File: config.mk
export PLATFORM = sky130hd
export DESIGN_NAME = kfi_scale
export DESIGN_NICKNAME = d
export VERILOG_FILES = /design/src/sv/kfi_pkg.sv /design/src/sv/kfi_scale.sv
export SDC_FILE = /design/constraint.sdc
export NUM_CORES = 2
export LEC_CHECK = 0
export ABC_AREA = 0
export BUFFER_PORTS_ARGS = -buffer_cell sky130_fd_sc_hd__buf_2
export CORE_UTILIZATION = 55
export CTS_BUF_LIST = sky130_fd_sc_hd__clkbuf_2
export DETAILED_ROUTE_END_ITERATION = 12
export GPL_ROUTABILITY_DRIVEN = 1
export PLACE_DENSITY = 0.75
export SLEW_MARGIN = 25
export SYNTH_ARGS = -nofsm -noshare
export SYNTH_HDL_FRONTEND = slang
export SYNTH_SLANG_ARGS = --single-unit
File: constraint.sdc
create_clock -name clk -period 10.55 [get_ports clk]
set_input_delay 2.11 -clock clk [delete_from_list [all_inputs] [get_ports clk]]
set_output_delay 2.11 -clock clk [all_outputs]
set_load 0.005 [all_outputs]
File: src/sv/kfi_pkg.sv
package kfi_pkg;

  localparam int FRAC_BITS  = 16;
  localparam int SINE_STEPS = 16;

  // Differences of two 32-bit fields
  localparam int DIFF_W = 33;
  // Dividend |dq| << FRAC_BITS, also the quotient width
  localparam int NUM_W  = DIFF_W + FRAC_BITS;
  // Ease weight in Q1.30, 0 .. 1.0
  localparam int W_W    = 31;

  localparam logic [30:0] Q30_ONE = 31'h4000_0000;
  localparam logic [31:0] Q30_PI  = 32'd3373259426;

  typedef enum logic {
    MODE_LINEAR = 1'b0,
    MODE_SINE   = 1'b1
  } mode_t;

  typedef struct packed {
    mode_t              mode;
    logic               zero_span;
    logic signed [31:0] value_start;
    logic               dv_neg;
    logic [DIFF_W-1:0]  dv_mag;
    logic               fac_neg;
  } side_t;

  typedef struct packed {
    side_t             side;
    logic [NUM_W-1:0]  fac_mag;
  } pass_t;

endpackage

File: src/sv/kfi_scale.sv
module kfi_scale (
  input  logic                      clk,
  input  logic                      rst,
  input  logic                      en,
  input  logic                      in_valid,
  input  kfi_pkg::pass_t            pass_in,
  input  logic [kfi_pkg::W_W-1:0]   weight,
  output logic                      out_valid,
  output logic signed [31:0]        value,
  output logic                      zero_span,
  output logic                      saturated
);

  localparam int NW   = kfi_pkg::NUM_W;
  localparam int DW   = kfi_pkg::DIFF_W;
  localparam int LO_W = (NW + 1) / 2;
  localparam int HI_W = NW - LO_W;
  localparam int PW   = DW + NW;
  localparam int CAP  = 34;

  logic [2:0] vld;

  // stage 1: split product
  logic [NW-1:0]        m;
  logic [DW+LO_W-1:0]   p_lo;
  logic [DW+HI_W-1:0]   p_hi;
  kfi_pkg::mode_t       mode1;
  logic                 neg1;
  logic                 zs1;
  logic signed [31:0]   v1_1;

  // stage 2: magnitude of delta, capped
  logic [PW-1:0]        prod;
  logic [PW-1:0]        sh;
  logic [CAP:0]         mag;
  logic [CAP:0]         mag2;
  logic                 neg2;
  logic                 zs2;
  logic signed [31:0]   v1_2;

  // stage 3
  logic signed [CAP+1:0] delta;
  logic signed [CAP+2:0] sum;

  always_comb begin
    m = (pass_in.side.mode == kfi_pkg::MODE_SINE) ? NW'(weight) : pass_in.fac_mag;
  end

  assign prod = {p_hi, {LO_W{1'b0}}} + PW'(p_lo);

  always_comb begin
    sh  = (mode1 == kfi_pkg::MODE_SINE) ? (prod >> 30) : (prod >> kfi_pkg::FRAC_BITS);
    mag = (|sh[PW-1:CAP]) ? ((CAP+1)'(1) << CAP) : (CAP+1)'(sh[CAP-1:0]);
  end

  always_comb begin
    delta = neg2 ? -$signed({1'b0, mag2}) : $signed({1'b0, mag2});
    sum   = (CAP+3)'(v1_2) + (CAP+3)'(delta);
  end

  always_ff @(posedge clk) begin
    if (rst) begin
      vld <= '0;
    end else if (en) begin
      vld <= {vld[1:0], in_valid};
    end
  end

  always_ff @(posedge clk) begin
    if (en) begin
      p_lo  <= (DW+LO_W)'(pass_in.side.dv_mag) * (DW+LO_W)'(m[LO_W-1:0]);
      p_hi  <= (DW+HI_W)'(pass_in.side.dv_mag) * (DW+HI_W)'(m[NW-1:LO_W]);
      mode1 <= pass_in.side.mode;
      neg1  <= (pass_in.side.mode == kfi_pkg::MODE_SINE) ? pass_in.side.dv_neg
               : (pass_in.side.dv_neg ^ pass_in.side.fac_neg);
      zs1   <= pass_in.side.zero_span;
      v1_1  <= pass_in.side.value_start;

      mag2  <= mag;
      neg2  <= neg1;
      zs2   <= zs1;
      v1_2  <= v1_1;

      if (zs2) begin
        value     <= v1_2;
        saturated <= 1'b0;
      end else if (sum > (CAP+3)'(32'sh7FFF_FFFF)) begin
        value     <= 32'sh7FFF_FFFF;
        saturated <= 1'b1;
      end else if (sum < (CAP+3)'(32'sh8000_0000)) begin
        value     <= 32'sh8000_0000;
        saturated <= 1'b1;
      end else begin
        value     <= sum[31:0];
        saturated <= 1'b0;
      end
      zero_span <= zs2;
    end
  end

  assign out_valid = vld[2];

endmodule

Word level (Yosys, flattened, before mapping)
Cells that the tools add are included.

Register bits after elaboration: 256. Input bits: 153. Logic and storage cells: 34.

Add/subtract/negate cells: 3. Multiply operators: 2. Order comparisons: 2. Multiplexer cells: 10. Bitwise gates (word level): 1. Reduce and logical (&&, ||, !) cells: 1.

Operator list (number): $mux W32 (3); $add A82 B58 Y82 (1); $mux W66 (1); $mul A33 B25 Y58 (1); $mul A33 B24 Y57 (1); $mux W49 (1); $reduce_or A48 Y1 (1); $add A32 B36 Y37 (1); $gt A37 B32 Y1 const B (1); $lt A37 B32 Y1 const B (1); $mux W36 (1); $neg A35 Y36 (1); $mux W35 (1); $mux W1 (3); $xor A1 B1 Y1 (1).

Depth between registers and ports, before layout
Word-level depth: 7. Mapped depth: 32. Gate-level depth less buffers: 28.

Worst setup path before layout
Ideal clock, no wire load.

Path type: input port to flip-flop. From: input port pass_in[117] (netlist name). To: register p_hi[56], data pin. Setup time: 259 ps. Data arrival time: 10174 ps. Required time: 10291 ps. Setup slack: 117 ps. Cell stages on the path: 30. Buffers on the path: 5. Cells stage by stage: buf_2 > clkbuf_1 > buf_1 > mux2i_1 > clkbuf_1 > nor2b_1 > fa_1 > fa_1 > inv_1 > fa_1 > fa_1 > inv_1 > fa_1 > fa_1 > inv_1 > fa_1 > inv_1 > ha_1 > clkbuf_1 > a21oi_1 > o211ai_1 > or3_1 > o2111ai_1 > a31oi_1 > o22ai_2 > o31ai_1 > a221o_1 > a221oi_2 > o21ai_1 > xnor2_1.

Cells in the longest elaborated chain, start to end: 2.

RTL lines: from (decl) (RTL line kfi_scale.sv:6) `input kfi_pkg::pass_t pass_in,`; $mux W49 (RTL line kfi_scale.sv:46) `m = (pass_in.side.mode == kfi_pkg::MODE_SINE) ? NW'(weight) : pass_in.fac_mag;`; $mul A33 B24 Y57 (RTL line kfi_scale.sv:72) `p_hi <= (DW+HI_W)'(pass_in.side.dv_mag) * (DW+HI_W)'(m[NW-1:LO_W]);`; to (signal assigned) (RTL line kfi_scale.sv:72); to (decl) (RTL line kfi_scale.sv:26) `logic [DW+HI_W-1:0] p_hi;`.

No other way between the ends. A chain may end at the register's enable or synchronous reset.

Worst setup path in the final report
From: input port pass_in[117] (netlist name). To: register p_lo[52], data pin.

Cells in the longest elaborated chain, start to end: 2.

RTL lines: $mux W49 (RTL line kfi_scale.sv:46); $mul A33 B25 Y58 (RTL line kfi_scale.sv:71) `p_lo <= (DW+LO_W)'(pass_in.side.dv_mag) * (DW+LO_W)'(m[LO_W-1:0]);`; to (signal assigned) (RTL line kfi_scale.sv:71); to (decl) (RTL line kfi_scale.sv:25) `logic [DW+LO_W-1:0] p_lo;`.

No other way between the ends.

==> flow_summary.json <==
{
  "syn_area_per_cell_um2": 9.254,
  "async_reset_ff_share_pct": 0,
  "drv_cap": 0,
  "row_count": 125,
  "vias_per_cell": 5.584,
  "numCtsBuffers": 67,
  "layout.nets": 9087,
  "tightest_slew_ns": 0.9801,
  "post_cts_buffers": 0,
  "synth_top_area_cell": "fa_1",
  "fmax_ghz": 0.1030,
  "ios": 188,
  "fin_ws_ns": 0.8452,
  "grt_pass1_vias": 52781,
  "hp-class": "register to register",
  "die_w_um": 346.3,
  "core_um2": 116800,
  "fin_worst_skew_ns": 0.1216,
  "outcome": "finished, final reports clean",
  "cp_data_required_time_ns": 11.44,
  "ys_seq_area_share_pct": 11.01,
  "routedWlPerCell_um": 20.06,
  "layout.cells.non_filler": 8684,
  "worstSetupStartpointType": "input pin",
  "final_layout_size_suffix_gt1_share_pct": 7.847,
  "dp.cells": 8554,
  "grt_busiest_layer": "met2",
  "post_cts_resized": 0,
  "first_iter_violations": 3747,
  "pre_cts_ws_ns": 0.01439,
  "grt_max_degree": 92,
  "gp_congestion": 0.9751,
  "end_kind": "register",
  "io_buffers": 187,
  "use_met1_pct": 39.20,
  "clockBufferDepth": 3,
  "grtUsageTotal_pct": 30.23,
  "die-area_um2": 119900,
  "rsz0062_at_grt": "no",
  "slew_headroom_pct": 34.66,
  "clk_pin_slew_ns": 0.11,
  "setup_viol": 0,
  "htree_levels": 3,
  "cts_tree": "done",
  "hpwlAfterDp_mm": 142.5,
  "synth-seq-cells": 240,
  "crit_type": "input pin to register",
  "finalSetupTns_ns": 0,
  "grt_pass1_wl_mm": 282.8,
  "finalMaxSlewViolations": 0,
  "syn2layout_area_growth_pct": 6.250,
  "synth_most_common_cell": "inv_1",
  "final_util_pct": 59.28,
  "synth_cell_types": 91,
  "syn_area_um2": 65190,
  "syn_inst": 7044,
  "drc": 0,
  "synthTopCellsByCount": "inv_1 (1543), fa_1 (1391), nand2_1 (906), and2_1 (650), ha_1 (443)",
  "dr.pass1.iters": 6,
  "final_hold_viol_count": 0,
  "postCtsHoldBufs": 0,
  "ant_nets": 0,
  "cts-root-buf": "clkbuf_2",
  "start_util_pct": 55.79,
  "grtUsageMet2_pct": 49.94,
  "cts_sinks": 240,
  "synthTopCellsByArea": "fa_1 (43%), edfxtp_1 (11%), inv_1 (8.9%)",
  "wl_mm": 174.2,
  "yosys_most_used_dff": "edfxtp_1",
  "synth_top_area_share_pct": 42.72,
  "clk-insertion-delay-late_ns": 1.03,
  "grt_overflow": 0,
  "ys_warn_count": 0,
  "crit_arrival_ns": 10.60,
  "worst-path-max-fanout": 21,
  "vias": 48494,
  "synth_edf_count": 237,
  "antenna_found_initial": 11,
  "finalCritPeriodShare_pct": 91.99,
  "finalCriticalPeriod_ns": 9.705,
  "met3_usage_pct": 5.909,
  "syn_nets": 9031,
  "die_h_um": 346.3
}
metrics by stage:
step           instance area, um2  hold slack [ns]
6_report                    69260           0.4145
3_5_place_dp                68410           0.4045
3_3_place_gp                68410           0.4028
4_1_cts                     69220           0.4145
5_1_grt                     69250           0.4158
2_1_floorplan               65190           0.4003
worst paths after layout:
kind	startpoint	end	slack, ns	cells past startpoint
setup / recovery	pass_in[117]	p_lo[52]	0.85	28
hold reg to reg	v1_1[8]	v1_2[8]	0.41	0
setup reg to reg	mag2[2]	value[22]	4.08	22
hold / removal	v1_1[8]	v1_2[8]	0.41	0
logic make-up (layout without fill, tap and decap cells):
kind of cell / count (synthesis) / count (layout) / share of synthesized area [%]
flops: 240 / 240 / 11.01
simple gates: 2175 / 2175 / 16.92
compound gates: 625 / 625 / 6.246
mux: 54 / 54 / 0.8753
fa+ha+maj: 1834 / 1834 / 51.22
other cells: 0 / 11 / 0
buf+inv: 1921 / 2026 / 11.10
xor+xnor: 195 / 195 / 2.620
cell usage in the layout, fill, tap and decap left out, drive strengths merged, types with 10 or more instances in the layout:
cell type  instances
a211oi            28
a21o              98
a21oi            181
a221oi            10
a31oi             19
and2             651
and3              13
buf              363
clkbuf            83
clkinv            24
diode             11
edfxtp           237
fa              1391
ha               443
inv             1545
mux2              24
mux2i             30
nand2            908
nand2b            35
nand3             50
nand4             36
nor2             137
nor2b            248
nor3              29
nor4              13
o21a              23
o21ai            144
o21bai            27
o31ai             13
or3               16
or4               10
xnor2            137
xor2              58
worst max-delay path: stages:
cell,delay (ns)
buf_4,0.39
buf_4,0.28
mux2i_4,0.53
buf_4,0.27
nor2b_1,0.07
fa_1,0.46
fa_1,0.56
inv_1,0.06
fa_1,0.47
fa_1,0.55
inv_1,0.06
fa_1,0.50
fa_1,0.50
inv_1,0.05
fa_1,0.50
inv_1,0.06
ha_1,0.36
a2111oi_0,0.43
o21ai_0,0.16
a31oi_1,0.19
a21oi_1,0.11
a31oi_1,0.33
a31oi_1,0.26
a31o_2,0.33
a21oi_2,0.17
o21ai_1,0.16
or4b_1,0.53
nand3_1,0.10
flip-flops by register name, summed over array words and instances (netlist names):
name / count
mag2: 35
mode1: 1
neg1: 1
neg2: 1
p_hi: 57
p_lo: 42
saturated: 1
v1_1: 32
v1_2: 32
value: 32
vld: 3
zero_span: 1
zs1: 1
zs2: 1
final cells by class:
type | count | area, um2
Antenna cell | 11 | 27.53
Sequential cell | 240 | 7177
Tap cell | 1524 | 1907
Clock buffer | 83 | 415.4
Clock inverter | 35 | 390.4
Multi-Input combinational cell | 4883 | 50900
Inverter | 1545 | 5799
Fill cell | 10004 | 47570
Timing Repair Buffer | 363 | 2640
layer usage:
| layer | vias to the layer above | wire length (um) |
|---|---|---|
| li1 | 21329 | - |
| met1 | 24623 | 69410 |
| met2 | 2090 | 82470 |
| met3 | 444 | 14610 |
| met4 | 8 | 7663 |
| met5 | - | 56 |
Power is not shown: default switching activity piles up to over one toggle a cycle in this logic, so the estimate is an artifact.
